File: src/svm_pkg.sv
`timescale 1ns / 1ps
// ----------------------------------------------------------------------------
// svm_pkg
// Shared constants, types and the saturation helper function of the linear SVM trainer.
// ----------------------------------------------------------------------------
package svm_pkg;

  localparam int MaxFeatures = 64;
  localparam int MaxClasses  = 16;
  localparam int FeatAw      = $clog2(MaxFeatures);
  localparam int ClassAw     = $clog2(MaxClasses);
  localparam int WAddrW      = FeatAw + ClassAw;
  localparam int WDepth      = MaxFeatures * MaxClasses;

  // Operation codes of an input transaction.
  localparam logic [1:0] OpTrain    = 2'd0;
  localparam logic [1:0] OpClassify = 2'd1;
  localparam logic [1:0] OpClear    = 2'd2;

  // Configuration register indexes.
  localparam logic [2:0] CfgLearnRate = 3'd0;
  localparam logic [2:0] CfgRegStr    = 3'd1;
  localparam logic [2:0] CfgHardMrg   = 3'd2;
  localparam logic [2:0] CfgFeatCnt   = 3'd3;
  localparam logic [2:0] CfgClassCnt  = 3'd4;

  // C = 1000.0 in Q16.16 for hard-margin mode.
  localparam logic [31:0] HardC = 32'd65536000;
  // 1.0 in Q16.16.
  localparam logic signed [32:0] OneQ16 = 33'sd65536;

  typedef struct packed {
    logic [15:0] lr;
    logic [31:0] c;
    logic [6:0]  nf;
    logic [4:0]  nc;
    logic        binary;
  } cfg_t;

  typedef struct packed {
    logic               wipe_we;
    logic [WAddrW-1:0]  wipe_addr;
    logic               bias_clr;
    logic               buf_we;
    logic [FeatAw-1:0]  buf_addr;
    logic [15:0]        buf_data;
    logic               rd_en;
    logic [FeatAw-1:0]  feat;
    logic [ClassAw-1:0] col;
    logic               x_zero;
    logic               acc_init;
    logic               mac_en;
    logic               acc_en;
    logic               score_en;
    logic               pos;
    logic               train;
    logic               cyx_en;
    logic               upd_en;
    logic               w_we;
    logic               lc_en;
    logic               bias_we;
    logic               emit_en;
    logic [ClassAw-1:0] emit_idx;
    logic               emit_last;
  } cmd_t;

  typedef struct packed {
    logic decay;
    logic out_free;
  } sts_t;

  function automatic logic signed [31:0] sat32(input logic signed [63:0] v);
    logic signed [31:0] r;
    if (v > 64'sd2147483647) begin
      r = 32'sh7fffffff;
    end else if (v < -64'sd2147483648) begin
      r = 32'sh80000000;
    end else begin
      r = v[31:0];
    end
    return r;
  endfunction

endpackage

File: src/svm_ctrl.sv
`timescale 1ns / 1ps
// ----------------------------------------------------------------------------
// svm_ctrl
// Controller: sample intake, score and update passes, clearing sweep and
// result emission.
// ----------------------------------------------------------------------------
module svm_ctrl import svm_pkg::*; (
  input  logic        clk_i,
  input  logic        rst_ni,
  input  cfg_t        cfg_i,
  input  logic        in_valid_i,
  output logic        in_ready_o,
  input  logic [1:0]  op_i,
  input  logic [15:0] feature_value_i,
  input  logic [3:0]  label_index_i,
  input  logic        last_i,
  input  sts_t        sts_i,
  output cmd_t        cmd_o
);

  localparam logic [3:0] StWipe  = 4'd0;
  localparam logic [3:0] StIdle  = 4'd1;
  localparam logic [3:0] StLoad  = 4'd2;
  localparam logic [3:0] StSRd   = 4'd3;
  localparam logic [3:0] StSMul  = 4'd4;
  localparam logic [3:0] StSAcc  = 4'd5;
  localparam logic [3:0] StScore = 4'd6;
  localparam logic [3:0] StURd   = 4'd7;
  localparam logic [3:0] StUMul1 = 4'd8;
  localparam logic [3:0] StUMul2 = 4'd9;
  localparam logic [3:0] StUWr   = 4'd10;
  localparam logic [3:0] StBMul  = 4'd11;
  localparam logic [3:0] StBWr   = 4'd12;
  localparam logic [3:0] StNext  = 4'd13;
  localparam logic [3:0] StEmit  = 4'd14;

  logic [3:0]         state_q, state_d;
  logic [ClassAw-1:0] col_q, col_d;
  logic [FeatAw-1:0]  feat_q, feat_d;
  logic [6:0]         cnt_q, cnt_d;
  logic [6:0]         n_q, n_d;
  logic [3:0]         label_q, label_d;
  logic               train_q, train_d;
  logic [WAddrW-1:0]  wipe_q, wipe_d;
  logic [ClassAw-1:0] emit_q, emit_d;
  logic               accept;
  logic               room;
  logic [6:0]         nf_last;
  logic [4:0]         nc_last;
  logic [ClassAw-1:0] cols_last;
  logic               feat_end;

  assign in_ready_o = (state_q == StIdle);
  assign accept     = in_valid_i && in_ready_o;
  assign room       = (cnt_q < 7'(MaxFeatures));
  assign nf_last    = cfg_i.nf - 7'd1;
  assign nc_last    = cfg_i.nc - 5'd1;
  assign cols_last  = cfg_i.binary ? '0 : nc_last[ClassAw-1:0];
  assign feat_end   = (feat_q == nf_last[FeatAw-1:0]);

  always_comb begin
    state_d = state_q;
    col_d   = col_q;
    feat_d  = feat_q;
    cnt_d   = cnt_q;
    n_d     = n_q;
    label_d = label_q;
    train_d = train_q;
    wipe_d  = wipe_q;
    emit_d  = emit_q;
    cmd_o   = '0;

    cmd_o.feat      = feat_q;
    cmd_o.col       = col_q;
    cmd_o.x_zero    = ({1'b0, feat_q} >= n_q);
    cmd_o.pos       = cfg_i.binary ? (label_q == 4'd1) : (label_q == 4'(col_q));
    cmd_o.train     = train_q;
    cmd_o.wipe_addr = wipe_q;
    cmd_o.buf_addr  = cnt_q[FeatAw-1:0];
    cmd_o.buf_data  = feature_value_i;
    cmd_o.emit_idx  = emit_q;
    cmd_o.emit_last = (emit_q == cols_last);

    unique case (state_q)
      StWipe: begin
        cmd_o.wipe_we = 1'b1;
        wipe_d = wipe_q + 1'b1;
        if (wipe_q == '1) begin
          state_d = StIdle;
        end
      end
      StIdle: begin
        if (accept) begin
          unique case (op_i) inside
            OpClear: begin
              cmd_o.bias_clr = 1'b1;
              cnt_d   = '0;
              wipe_d  = '0;
              state_d = StWipe;
            end
            OpTrain, OpClassify: begin
              cmd_o.buf_we = room;
              if (last_i) begin
                n_d     = room ? cnt_q + 7'd1 : cnt_q;
                cnt_d   = '0;
                label_d = label_index_i;
                train_d = (op_i == OpTrain);
                col_d   = '0;
                state_d = StLoad;
              end else if (room) begin
                cnt_d = cnt_q + 7'd1;
              end
            end
            default: begin
            end
          endcase
        end
      end
      StLoad: begin
        cmd_o.acc_init = 1'b1;
        feat_d  = '0;
        state_d = StSRd;
      end
      StSRd: begin
        cmd_o.rd_en = 1'b1;
        state_d = StSMul;
      end
      StSMul: begin
        cmd_o.mac_en = 1'b1;
        state_d = StSAcc;
      end
      StSAcc: begin
        cmd_o.acc_en = 1'b1;
        if (feat_end) begin
          state_d = StScore;
        end else begin
          feat_d  = feat_q + 1'b1;
          state_d = StSRd;
        end
      end
      StScore: begin
        cmd_o.score_en = 1'b1;
        feat_d  = '0;
        state_d = train_q ? StURd : StNext;
      end
      StURd: begin
        cmd_o.rd_en = 1'b1;
        state_d = StUMul1;
      end
      StUMul1: begin
        cmd_o.cyx_en = 1'b1;
        state_d = StUMul2;
      end
      StUMul2: begin
        cmd_o.upd_en = 1'b1;
        state_d = StUWr;
      end
      StUWr: begin
        cmd_o.w_we = 1'b1;
        if (feat_end) begin
          state_d = sts_i.decay ? StNext : StBMul;
        end else begin
          feat_d  = feat_q + 1'b1;
          state_d = StURd;
        end
      end
      StBMul: begin
        cmd_o.lc_en = 1'b1;
        state_d = StBWr;
      end
      StBWr: begin
        cmd_o.bias_we = 1'b1;
        state_d = StNext;
      end
      StNext: begin
        if (col_q == cols_last) begin
          emit_d  = '0;
          state_d = train_q ? StIdle : StEmit;
        end else begin
          col_d   = col_q + 1'b1;
          state_d = StLoad;
        end
      end
      StEmit: begin
        if (sts_i.out_free) begin
          cmd_o.emit_en = 1'b1;
          if (emit_q == cols_last) begin
            state_d = StIdle;
          end else begin
            emit_d = emit_q + 1'b1;
          end
        end
      end
      default: begin
        state_d = StIdle;
      end
    endcase
  end

  always_ff @(posedge clk_i or negedge rst_ni) begin
    if (!rst_ni) begin
      state_q <= StWipe;
      col_q   <= '0;
      feat_q  <= '0;
      cnt_q   <= '0;
      n_q     <= '0;
      label_q <= '0;
      train_q <= 1'b0;
      wipe_q  <= '0;
      emit_q  <= '0;
    end else begin
      state_q <= state_d;
      col_q   <= col_d;
      feat_q  <= feat_d;
      cnt_q   <= cnt_d;
      n_q     <= n_d;
      label_q <= label_d;
      train_q <= train_d;
      wipe_q  <= wipe_d;
      emit_q  <= emit_d;
    end
  end

endmodule

File: config.mk
export PLATFORM = sky130hd
export DESIGN_NAME = svm_ctrl
export DESIGN_NICKNAME = d
export VERILOG_FILES = /design/src/svm_pkg.sv /design/src/svm_ctrl.sv
export SDC_FILE = /design/constraint.sdc
export NUM_CORES = 1
export LEC_CHECK = 0
export ABC_CLOCK_PERIOD_IN_PS = 2600
export BUFFER_PORTS_ARGS = -buffer_cell sky130_fd_sc_hd__buf_2
export CAP_MARGIN = 15
export CORE_AREA = 2 2 105 76
export CTS_BUF_LIST = sky130_fd_sc_hd__clkbuf_2 sky130_fd_sc_hd__clkbuf_4 sky130_fd_sc_hd__clkbuf_8
export DETAILED_ROUTE_END_ITERATION = 6
export DIE_AREA = 0 0 107 78
export PLACE_DENSITY = 0.82
export SLEW_MARGIN = 20
export SYNTH_ARGS = -nofsm -noshare
export SYNTH_HDL_FRONTEND = slang
export SYNTH_SLANG_ARGS = --single-unit
File: constraint.sdc
create_clock -name clk_i -period 2.6 [get_ports clk_i]
set_input_delay 0.39 -clock clk_i [delete_from_list [all_inputs] [get_ports clk_i]]
set_output_delay 0.39 -clock clk_i [all_outputs]
set_load 0.005 [all_outputs]
Word level (Yosys, flattened, before mapping)
Cells that the tools add are included.

storage, ports and cells
  register bits after elaboration = 47
  input bits = 89
  output and inout port bits = 65
  logic and storage cells = 121

operators by class
  add/sub/neg operators = 7
  order comparisons = 2
  equality and inequality tests = 35
  mux-type cells = 49
  reductions and logical operators = 19

operator list
  cell                                                  count
  two-way mux 4 bit                                     17
  one-hot mux 4 bit (15 select lines)                   1
  equality test 4 bit (second input constant)           7
  one-hot mux 4 bit (2 select lines)                    3
  two-way mux 10 bit                                    2
  one-hot mux 10 bit (2 select lines)                   1
  equality test 4 x 3 -> 1 bit (second input constant)  4
  two-way mux 1 bit                                     16
  two-way mux 7 bit                                     2
  != test 2 bit (second input constant)                 7
  one-hot mux 7 bit (2 select lines)                    1
  equality test 4 bit                                   3
  one-hot mux 6 bit (2 select lines)                    1
  adder 10 x 1 -> 10 bit (second input constant)        1
  equality test 10 bit (second input constant)          1
  nonzero test 2 bit                                    5
  adder 4 x 1 -> 4 bit (second input constant)          2
  equality test 4 x 1 -> 1 bit (second input constant)  2
  equality test 4 x 2 -> 1 bit (second input constant)  2
  != test 2 x 1 -> 1 bit (second input constant)        4
  AND reduction 4 bit                                   2
  OR reduction 2 bit                                    4
  adder 7 x 1 -> 7 bit (second input constant)          1
  >= comparator 6 x 7 -> 1 bit                          1
  19 further kinds                                      22

Logic depth before layout (Yosys ltp)
Gate-level depths: netlist (run 1).

  depth in word-level cells = 6
  depth in mapped cells = 8
  mapped depth without buffers = 8

Least setup slack after synthesis (run 1)
Ideal clock, no wire load.

  path kind = input port to flip-flop
  start point = in cfg_i[1] (netlist bit)
  end point = reg state_q[1]
  setup time = 0.126 ns
  data arrival time = 2.138 ns
  data required time = 2.474 ns
  path slack = 0.336 ns
  stages on the path = 8
  buffers on the path = 0
  cells stage by stage = inv_1 ha_1 or3b_1 a221oi_1 a31oi_1 a31oi_4 o21ai_2 a221o_1

RTL lines
  element                 RTL line         RTL
  start: declaration      svm_ctrl.sv:10   input cfg_t cfg_i,
  end signal: assignment  svm_ctrl.sv:202  state_q <= StWipe;
  end signal: assignment  svm_ctrl.sv:212  state_q <= state_d;
  end: declaration        svm_ctrl.sv:37   logic [3:0] state_q, state_d;

==> impl_results.md, run 1 <==
- Outcome: finished, final reports clean
- Reg2reg start: feat_q[5]
- Layout cells sized above 1: 24.84%
- Drt total wl: 8050 µm
- Post-synthesis compound-gate area fraction: 17.31%
- Diodes inserted: 0
- Critical path cell sequence: buf_2, inv_1, ha_1, or3b_1, a221oi_1, a31oi_1, a31oi_4, buf_2
- Worst slew margin: 56.96%
- Ratio of final minimum period to clock period: 94.52%
- Routability cong.: 0.9555
- Post-Synth Simple-Gate Area: 24.78%
- Max Slew Vio Count: 0
- Min Hold Slack: 31.41 ps
- Count of cell types in the netlist: 69
- Worst min path class: primary input to async pin
- Vias: 3103
- CTS Sinks: 47
- CP max-delay cell: ha_1
- Worst Max-Slew Pin Slew: 644.3 ps
- Largest net degree at the start of global routing: 28
- Final Hold Viols: 0
- Num CTS Buffers: 5
- Final std cells w/o fill: 561
- Mux cell area share after synthesis: 4.363%
- Syn Inst Count: 409
- Clk root buf: clkbuf_8
- Maximum buffer depth of the clock tree: 2
- Flop and latch count out of synthesis: 47
- Final ANT Viol Nets: 0
- Largest family of logic cells by synthesized area: simple AND/OR/NAND/NOR gates
- CTS clk-pin slew, worst paths: 100 ps
- Global-route wire length before repair: 13620 µm
- Starting Density: 49.41%
- CTS tree: yes
- Setup TNS: 0 ps
- Post-Synth XOR/XNOR Area: 6.702%
- Metal2 WL: 3611 µm
- Core Region: 7254 µm²
- Top sig layer: met4
- Worst-Skew Late Latency: 310 ps
- DR WL met3: 551 µm
- Via-to-Cell Ratio: 5.531
- Fillers: 670
- Asr flop ratio synth: 100.0%
- Critical path required time: 2210 ps
- WS Path Type: primary input to primary output
- Worst Path Arrival: 2070 ps
- HPWL Detailed: 6295 µm
- Worst vdd ir: 0.0004465 V
- GRT overflow: 0
- Die Wd: 107 µm
- Ports: 154
- Initial antenna violation count: 0
- Residual DRC: 0
- Crit Path Max Fanout: 6
- Net Count, Synth: 511
- Crit path from: cfg_i[1]
- Mapped Area: 3585 µm²
- Routed WL per cell: 14.35 µm
- Avg Cell Area, Syn: 8.765 µm²
- Slowest stage delay, CP: 390 ps
- Die area: 8346 µm²
- Htree depth: 2
- Crit path time final: 2457 ps
- Most common cell after layout, fill and taps aside: buf_2
- Synth Area in Adders: 4.538%
- Final core occ: 55.11%
- Die Y-Extent: 78 µm
- Most frequent cells in the layout: 71 x buf_2, 46 x nor2_1, 46 x dfrtp_1, 44 x nand2_1, 23 x inv_1
- Cell Rows: 26
- First DRT Iteration DRCs: 214
- All-Layer GR Usage: 19.90%
- IO buf count: 71
- PD cells: 803.6 nW/µm²
- Peak Freq: 0.4069 GHz
- Reported max-cap violation count: 0
- Post-CTS sizing: 0
- Post-CTS setup buffers: 0
- RSZ-0062 raised after global routing: false
- Post-synth EDFFs: 0
- CP endpoint kind: primary output
- Crit path max-delay family: compound AO/OA/AOI/OAI gates
- CP bufs+invs: 3
- CTS Hold Bufs: 0
- Main synth FF type: dfrtp_1
- Lkg Pwr: 1.951 nW
- Area grow syn2layout: 11.52%
- Cell mode on critical path: buf_2
- DP Cell Count: 553
- Vias in the first global route: 2981
- # setup viols final: 0
- Type of origin of the critical path: primary input
- Clk_skew: 14.20 ps
- Metal-1 WL: 3820 µm
- Nets: 564
- Sequential fraction of the synthesis area: 32.81%
- Initial DRT Pass Iterations: 4
- Synth warn: 0
==> report_power, final <==
part | internal [mW] | switching [mW] | leakage, nW
registers | 0.927 | 0.266 | 0.617
clock network | 0.287 | 0.262 | 0.0581
logic | 0.678 | 0.792 | 1.28
==> flip-flops by register name (all words and copies together), names as in the netlist <==
register / count
cnt_q: 7
wipe_q: 10
state_q: 4
feat_q: 6
n_q: 7
train_q: 1
label_q: 4
emit_q: 4
col_q: 4
==> per-stage QoR <==
stage / area, µm² / total power [mW] / setup slack (ps)
after floorplan: 3585 / 2.240 / 335.7
after global placement: 3884 / 2.609 / 135.9
after detailed placement: 3884 / 2.671 / 93.10
after CTS: 3996 / 3.226 / 123.3
after global routing: 3998 / 3.476 / 46.55
final: 3998 / 3.213 / 142.5
==> synthesized netlist by cell type, types with 6 or more instances <==
| master | number | area (µm²) |
|---|---|---|
| dfrtp_1 | 47 | 1176 |
| nor2_1 | 46 | 172.7 |
| nand2_1 | 44 | 165.2 |
| buf_4 | 24 | 180.2 |
| inv_1 | 23 | 86.33 |
| o21ai_0 | 21 | 105.1 |
| xor2_1 | 16 | 140.1 |
| a21oi_1 | 14 | 70.07 |
| ha_1 | 13 | 162.7 |
| mux2i_1 | 10 | 100.1 |
| nand2b_1 | 10 | 62.56 |
| nor3_1 | 10 | 50.05 |
| nand3_1 | 8 | 40.04 |
| nand4_1 | 8 | 50.05 |
| xnor2_1 | 7 | 61.31 |
| and3_1 | 6 | 37.54 |
| nor2b_1 | 6 | 37.54 |
| or3_1 | 6 | 37.54 |
==> cells by family after synthesis <==
| group | Yosys count |
|---|---|
| AOI/OAI and AO/OA | 84 |
| xor gates and xnor gates | 25 |
| adders and majority gates | 13 |
| buffers and inverters | 58 |
| DFF | 47 |
| muxes | 15 |
| and+or+nand+nor | 167 |
==> area by class of cell <==
type / instances / area (µm²) / area share (%)
Clock buffer: 5 / 68.82 / 1.721
Clock inverter: 3 / 43.79 / 1.095
Inverter: 23 / 86.33 / 2.160
Multi-Input combinational cell: 304 / 2068 / 51.74
Sequential cell: 47 / 1177 / 29.45
Tap cell: 98 / 122.6 / 3.067
Timing Repair Buffer: 81 / 430.4 / 10.77
==> routing by layer <==
| metal | track usage (%) | up-vias |
|---|---|---|
| met5 | 0 | - |
| met4 | 3.896 | 0 |
| met3 | 3.782 | 11 |
| met2 | 32.10 | 87 |
| met1 | 28.01 | 1475 |
| li1 | - | 1530 |
==> path summary, 6_finish.rpt <==
path | to | slack, ps | cells past startpoint
max in group asynchronous | col_q[2] | 1830 | 2
hold / removal | feat_q[5] | 30 | 1
min in group clk_i | label_q[0] | 320 | 2
setup / recovery | cmd_o[0] | 140 | 8
hold reg to reg | n_q[6] | 510 | 2
setup reg to reg | state_q[1] | 510 | 6
(Power assumes the default switching activity.)
==> run 2, diff against run 1 <==
- CORE_AREA: 2 2 105 76 -> 5 5 109 80
- CTS_BUF_LIST: sky130_fd_sc_hd__clkbuf_2 sky130_fd_sc_hd__clkbuf_4 sky130_fd_sc_hd__clkbuf_8 -> unset
- DIE_AREA: 0 0 107 78 -> 0 0 114 85
- PLACE_DENSITY: 0.82 -> 0.8
==> impl_results.md, run 2 (synthesized netlist as in run 1, its figures left out) <==
- Residual DRC: 0 (unchanged)
- Worst min path class: primary input to async pin (unchanged)
- Setup TNS: 0 ps (unchanged)
- RSZ-0062 raised after global routing: false (unchanged)
- Via-to-Cell Ratio: 5.641 (was 5.531)
- Worst-Skew Late Latency: 300 ps (was 310 ps)
- Largest reg by FF count: wipe_q (unchanged)
- Worst Max-Slew Pin Slew: 661.2 ps (was 644.3 ps)
- Vias: 3187 (was 3103)
- # setup viols final: 0 (unchanged)
- Worst Path Arrival: 2070 ps (about the same)
- Min Hold Slack: 53.71 ps (was 31.41 ps)
- CTS Sinks: 47 (unchanged)
- Initial antenna violation count: 0 (unchanged)
- CTS tree: yes (unchanged)
- Maximum buffer depth of the clock tree: 2 (unchanged)
- CTS clk-pin slew, worst paths: 90 ps (was 100 ps)
- Max Slew Vio Count: 0 (unchanged)
- Starting Density: 47.16% (was 49.41%)
- Vias in the first global route: 3009 (was 2981)
- Fillers: 714 (was 670)
- Lkg Pwr: 1.946 nW (was 1.951 nW)
- Largest net degree at the start of global routing: 26 (was 28)
- Clk_skew: 7.111 ps (was 14.20 ps)
- Die Y-Extent: 85 µm (was 78 µm)
- Outcome: finished, final reports clean (unchanged)
- Final std cells w/o fill: 565 (was 561)
- Drt total wl: 8499 µm (was 8050 µm)
- Num CTS Buffers: 5 (unchanged)
- Cell mode on critical path: buf_2 (unchanged)
- Worst Setup EP: cmd_o[0] (unchanged)
- Initial DRT Pass Iterations: 4 (unchanged)
- Crit path from: cfg_i[1] (unchanged)
- Critical path required time: 2210 ps (about the same)
- Peak Freq: 0.4068 GHz (was 0.4069 GHz)
- Reg-to-reg setup timing slack: 470 ps (was 510 ps)
- First DRT Iteration DRCs: 178 (was 214)
- PD cells: 798.7 nW/µm² (was 803.6 nW/µm²)
- Routed WL per cell: 15.04 µm (was 14.35 µm)
- Layout cells sized above 1: 25.43% (was 24.84%)
- Core Region: 7601 µm² (was 7254 µm²)
- Reported max-cap violation count: 0 (unchanged)
- R2R cell count: 7 (was 6)
- Crit path time final: 2458 ps (was 2457 ps)
- Final Hold Viols: 0 (unchanged)
- Largest regs: wipe_q (10), cnt_q (7), n_q (7) (unchanged)
- Nets: 565 (was 564)
- CP bufs+invs: 3 (unchanged)
- DP Cell Count: 557 (was 553)
- Most frequent cells in the layout: 71 x buf_2, 46 x nor2_1, 46 x dfrtp_1, 44 x nand2_1, 23 x inv_1 (unchanged)
- Max reg flops: 10 (unchanged)
- Final ANT Viol Nets: 0 (unchanged)
- Clk root buf: clkbuf_8 (unchanged)
- CP max-delay cell: or3b_1 (was ha_1)
- Slowest stage delay, CP: 390 ps (about the same)
- Worst slew margin: 55.58% (was 56.96%)
- HPWL Detailed: 6648 µm (was 6295 µm)
- Area grow syn2layout: 11.69% (was 11.52%)
- All-Layer GR Usage: 17.22% (was 19.90%)
- GRT overflow: 0 (unchanged)
- Global-route wire length before repair: 14010 µm (was 13620 µm)
- Die area: 9690 µm² (was 8346 µm²)
- Critical path cell sequence: buf_2, inv_1, ha_2, or3b_1, a221oi_2, a31oi_1, a31oi_4, buf_2 (was buf_2, inv_1, ha_1, or3b_1, a221oi_1, a31oi_1, a31oi_4, buf_2)
- Ratio of final minimum period to clock period: 94.54% (was 94.52%)
- Worst vdd ir: 0.0004174 V (was 0.0004465 V)
- Most common cell after layout, fill and taps aside: buf_2 (unchanged)
- WS Path Type: primary input to primary output (unchanged)
- Critical path depth: 8 (unchanged)
- Crit Path Max Fanout: 6 (unchanged)
- Crit Reg-Reg Endpoint: state_q[1] (unchanged)
- Ports: 154 (unchanged)
- Die Wd: 114 µm (was 107 µm)
- Cell Rows: 27 (was 26)
- IO buf count: 71 (unchanged)
- CTS Hold Bufs: 0 (unchanged)
- Crit path max-delay family: compound AO/OA/AOI/OAI gates (unchanged)
- Type of origin of the critical path: primary input (unchanged)
- Diodes inserted: 0 (unchanged)
- Reg2reg start: state_q[1] (was feat_q[5])
- CP endpoint kind: primary output (unchanged)
- Htree depth: 2 (unchanged)
- Routability cong.: 0.8814 (was 0.9555)
==> run 2: cell count changes in the layout (fill, tap and decap cells not counted) <==
cell,delta
buf_4,+1
a221oi_2,+1
ha_1,-1
a221oi_1,-1
ha_2,+1
clkbuf_8,+1
clkinv_2,-1
bufinv_16,-1
clkinvlp_4,+1
==> run 2: per-stage QoR <==
stage / cell area, µm² / worst slack (ps) / util, % / power (mW)
after floorplan: 3585 / 335.7 / - / 2.240
after global placement: 3895 / 107.1 / 51.24 / 2.638
after detailed placement: 3895 / 27.96 / 51.24 / 2.716
after CTS: 3994 / 72.65 / 52.54 / 3.197
after global routing: 4004 / 5.057 / 52.67 / 3.444
final: 4004 / 141.9 / 52.67 / 3.198
==> run 2: metal layers <==
| layer | GRT usage, % | vias up | wire length, µm |
|---|---|---|---|
| li1 | - | 1532 | - |
| met1 | 23.95 | 1544 | 3892 |
| met2 | 27.63 | 102 | 3951 |
| met3 | 4.277 | 9 | 600 |
| met4 | 2.805 | 0 | 54 |
| met5 | 0 | - | 0 |
==> run 2: final cells by class <==
cell class	count	area [µm²]	area share, %
multi-input combinational	304	2077	51.87
sequential	47	1177	29.41
timing repair buffer	82	437.9	10.94
tap	101	126.4	3.156
inverter	23	86.33	2.156
clock buffer	6	82.58	2.063
clock inverter	2	16.27	0.4062
==> run 2: worst reg2reg max path, delay by kind of cell, from the launching register on <==
| family | cells | cell delay, ps |
|---|---|---|
| flops | 1 | 580 |
| simple gates | 2 | 420 |
| buf+inv | 1 | 250 |
| compound gates | 4 | 770 |
==> run 2: what timing repair did <==
item,4_1_cts,5_1_grt
setup endpoints to repair,0,2
endpoints found under the hold margin,0,0
resized for setup,0,3
buffers inserted,0,0
==> run 2: how the worst min path moves through the flow <==
stage	end	slack, ps	cells past startpoint
finish	wipe_q[3]	50	1
global route	wipe_q[3]	90	1
CTS	wipe_q[3]	70	1
detailed placement	wipe_q[3]	400	1
global placement	feat_q[2]	400	1
floorplan	cnt_q[0]	90	0
==> run 2: where the power goes <==
part / switching (mW) / internal (mW) / total, mW
combinational: 0.855 / 0.698 / 1.55
sequential: 0.235 / 0.927 / 1.16
clock: 0.264 / 0.218 / 0.482
==> run 3, diff against run 2 <==
- CORE_AREA: 5 5 109 80 -> 3 3 107 78
- DIE_AREA: 0 0 114 85 -> 0 0 110 81
==> impl_results.md, run 3 (synthesized netlist as in run 1, its figures left out) <==
- Metal-1 WL: 3835 µm (was 3892 µm)
- Crit path time final: 2435 ps (was 2458 ps)
- Crit Path Max Fanout: 6 (unchanged)
- GRT overflow: 0 (unchanged)
- PD cells: 785.6 nW/µm² (was 798.7 nW/µm²)
- RSZ-0062 raised after global routing: false (unchanged)
- Maximum buffer depth of the clock tree: 2 (unchanged)
- Ratio of final minimum period to clock period: 93.64% (was 94.54%)
- Worst min path class: primary input to async pin (unchanged)
- Setup TNS: 0 ps (unchanged)
- Nets: 563 (was 565)
- DR WL met3: 517 µm (was 600 µm)
- Critical path required time: 2210 ps (about the same)
- Post-CTS setup buffers: 0 (unchanged)
- # setup viols final: 0 (unchanged)
- Routed WL per cell: 14.76 µm (was 15.04 µm)
- CP endpoint kind: primary output (unchanged)
- Worst Max-Slew Pin Slew: 645.4 ps (was 661.2 ps)
- Clk_skew: 7.567 ps (was 7.111 ps)
- Layout cells sized above 1: 24.89% (was 25.43%)
- Vias in the first global route: 2936 (was 3009)
- Worst slew margin: 56.64% (was 55.58%)
- Die Y-Extent: 81 µm (was 85 µm)
- Global-route wire length before repair: 13730 µm (was 14010 µm)
- Largest reg by FF count: wipe_q (unchanged)
- Htree depth: 2 (unchanged)
- Cell Rows: 26 (was 27)
- Reg-to-reg setup timing slack: 540 ps (was 470 ps)
- Vias: 3089 (was 3187)
- Die area: 8910 µm² (was 9690 µm²)
- Top sig layer: met4 (unchanged)
- Most frequent cells in the layout: 71 x buf_2, 46 x nor2_1, 46 x dfrtp_1, 44 x nand2_1, 23 x inv_1 (unchanged)
- WS Path Type: primary input to primary output (unchanged)
- Max reg flops: 10 (unchanged)
- Residual DRC: 0 (unchanged)
- Starting Density: 48.97% (was 47.16%)
- IO buf count: 71 (unchanged)
- Area grow syn2layout: 10.79% (was 11.69%)
- All-Layer GR Usage: 19.14% (was 17.22%)
- Via-to-Cell Ratio: 5.516 (was 5.641)
- Num CTS Buffers: 5 (unchanged)
- Diodes inserted: 0 (unchanged)
- Max Slew Vio Count: 0 (unchanged)
- R2R cell count: 5 (was 7)
- Min Hold Slack: -5.633 ps (was 53.71 ps)
- Core Region: 7320 µm² (was 7601 µm²)
- Largest net degree at the start of global routing: 32 (was 26)
- Metal2 WL: 3798 µm (was 3951 µm)
- Worst-Skew Late Latency: 310 ps (was 300 ps)
- Largest regs: wipe_q (10), cnt_q (7), n_q (7) (unchanged)
- HPWL Detailed: 6423 µm (was 6648 µm)
- Setup WS pre-CTS: 73.44 ps (was 27.96 ps)
- Type of origin of the critical path: primary input (unchanged)
- Fillers: 684 (was 714)
- First DRT Iteration DRCs: 160 (was 178)
- Ports: 154 (unchanged)
- CTS Sinks: 47 (unchanged)
- Initial antenna violation count: 0 (unchanged)
- Routability cong.: 0.8694 (was 0.8814)
- Total power: 3.120 mW (was 3.198 mW)
- Die Wd: 110 µm (was 114 µm)
- Lkg Pwr: 1.929 nW (was 1.946 nW)
- Crit Reg-Reg Endpoint: cnt_q[0] (was state_q[1])
- Worst vdd ir: 0.0003114 V (was 0.0004174 V)
- PnR worst setup slack: 165.3 ps (was 141.9 ps)
- Clk root buf: clkbuf_8 (unchanged)
- Initial DRT Pass Iterations: 4 (unchanged)
- Reported max-cap violation count: 0 (unchanged)
- Failing checks: hold timing
- CTS clk-pin slew, worst paths: 90 ps (about the same)
- Reg2reg start: state_q[3] (was state_q[1])
- Drt total wl: 8266 µm (was 8499 µm)
- Most common cell after layout, fill and taps aside: buf_2 (unchanged)
- Worst Path Arrival: 2040 ps (was 2070 ps)
- CTS tree: yes (unchanged)
- Outcome: complete, but fails checks (was finished, final reports clean)
- Final Hold Viols: 9 (was 0)
- Final ANT Viol Nets: 0 (unchanged)
- Peak Freq: 0.4107 GHz (was 0.4068 GHz)
## run 3: changes by cell type in the layout (fill, tap and decap cells not counted)
cell	delta
buf_4	-2
clkbuf_1	+1
clkbuf_8	-1
clkinv_2	+1
clkinv_4	-1
## run 3: routing by layer
metal / up-vias / GRT usage [%]
li1: 1524 / -
met4: 0 / 5.230
met2: 93 / 30.08
met5: - / 0
met1: 1458 / 26.97
met3: 14 / 3.654
## run 3: worst max-delay path by stage
stage	startpoint	end	slack, ps	cells after the start
floorplan	cfg_i[1]	state_q[1]	340	8
global placement	cfg_i[1]	state_q[1]	130	8
detailed placement	cfg_i[1]	state_q[1]	70	9
CTS	cfg_i[1]	cmd_o[0]	90	8
global route	feat_q[0]	cmd_o[17]	30	9
finish	cfg_i[1]	cmd_o[0]	170	8
## run 3: power by group
group	leakage, nW	internal (mW)	switching, mW
clock	0.0412	0.189	0.260
combinational	1.27	0.674	0.793
sequential	0.617	0.927	0.277
total	1.93	1.79	1.33
## run 3: timing repair
action / 4_1_cts / 5_1_grt
hold buffers: 0 / 0
gates resized for setup: 0 / 3
endpoints found under the setup margin: 0 / 2
## run 3: per-stage QoR
step	cell area (µm²)	hold slack, ps	std cells	util [%]
after detailed placement	3876	342.0	552	52.96
after global placement	3876	337.0	552	52.96
final	3971	-5.633	560	54.26
after floorplan	3585	94.41	409	-
after CTS	3961	8.790	560	54.12
after global routing	3971	19.56	560	54.26
## run 3: layout make-up
class / count / area, µm² / share of cell area [%]
multi-input combinational: 304 / 2077 / 52.30
sequential: 47 / 1177 / 29.65
timing repair buffer: 80 / 422.9 / 10.65
tap: 98 / 122.6 / 3.088
inverter: 23 / 86.33 / 2.174
clock buffer: 6 / 72.57 / 1.827
clock inverter: 2 / 12.51 / 0.3151
## run 3: worst max-delay path, cell delays in order
cell,delay [ps]
buf_2,130
inv_1,120
ha_2,330
or3b_1,380
a221oi_2,240
a31oi_1,100
a31oi_4,210
buf_2,150
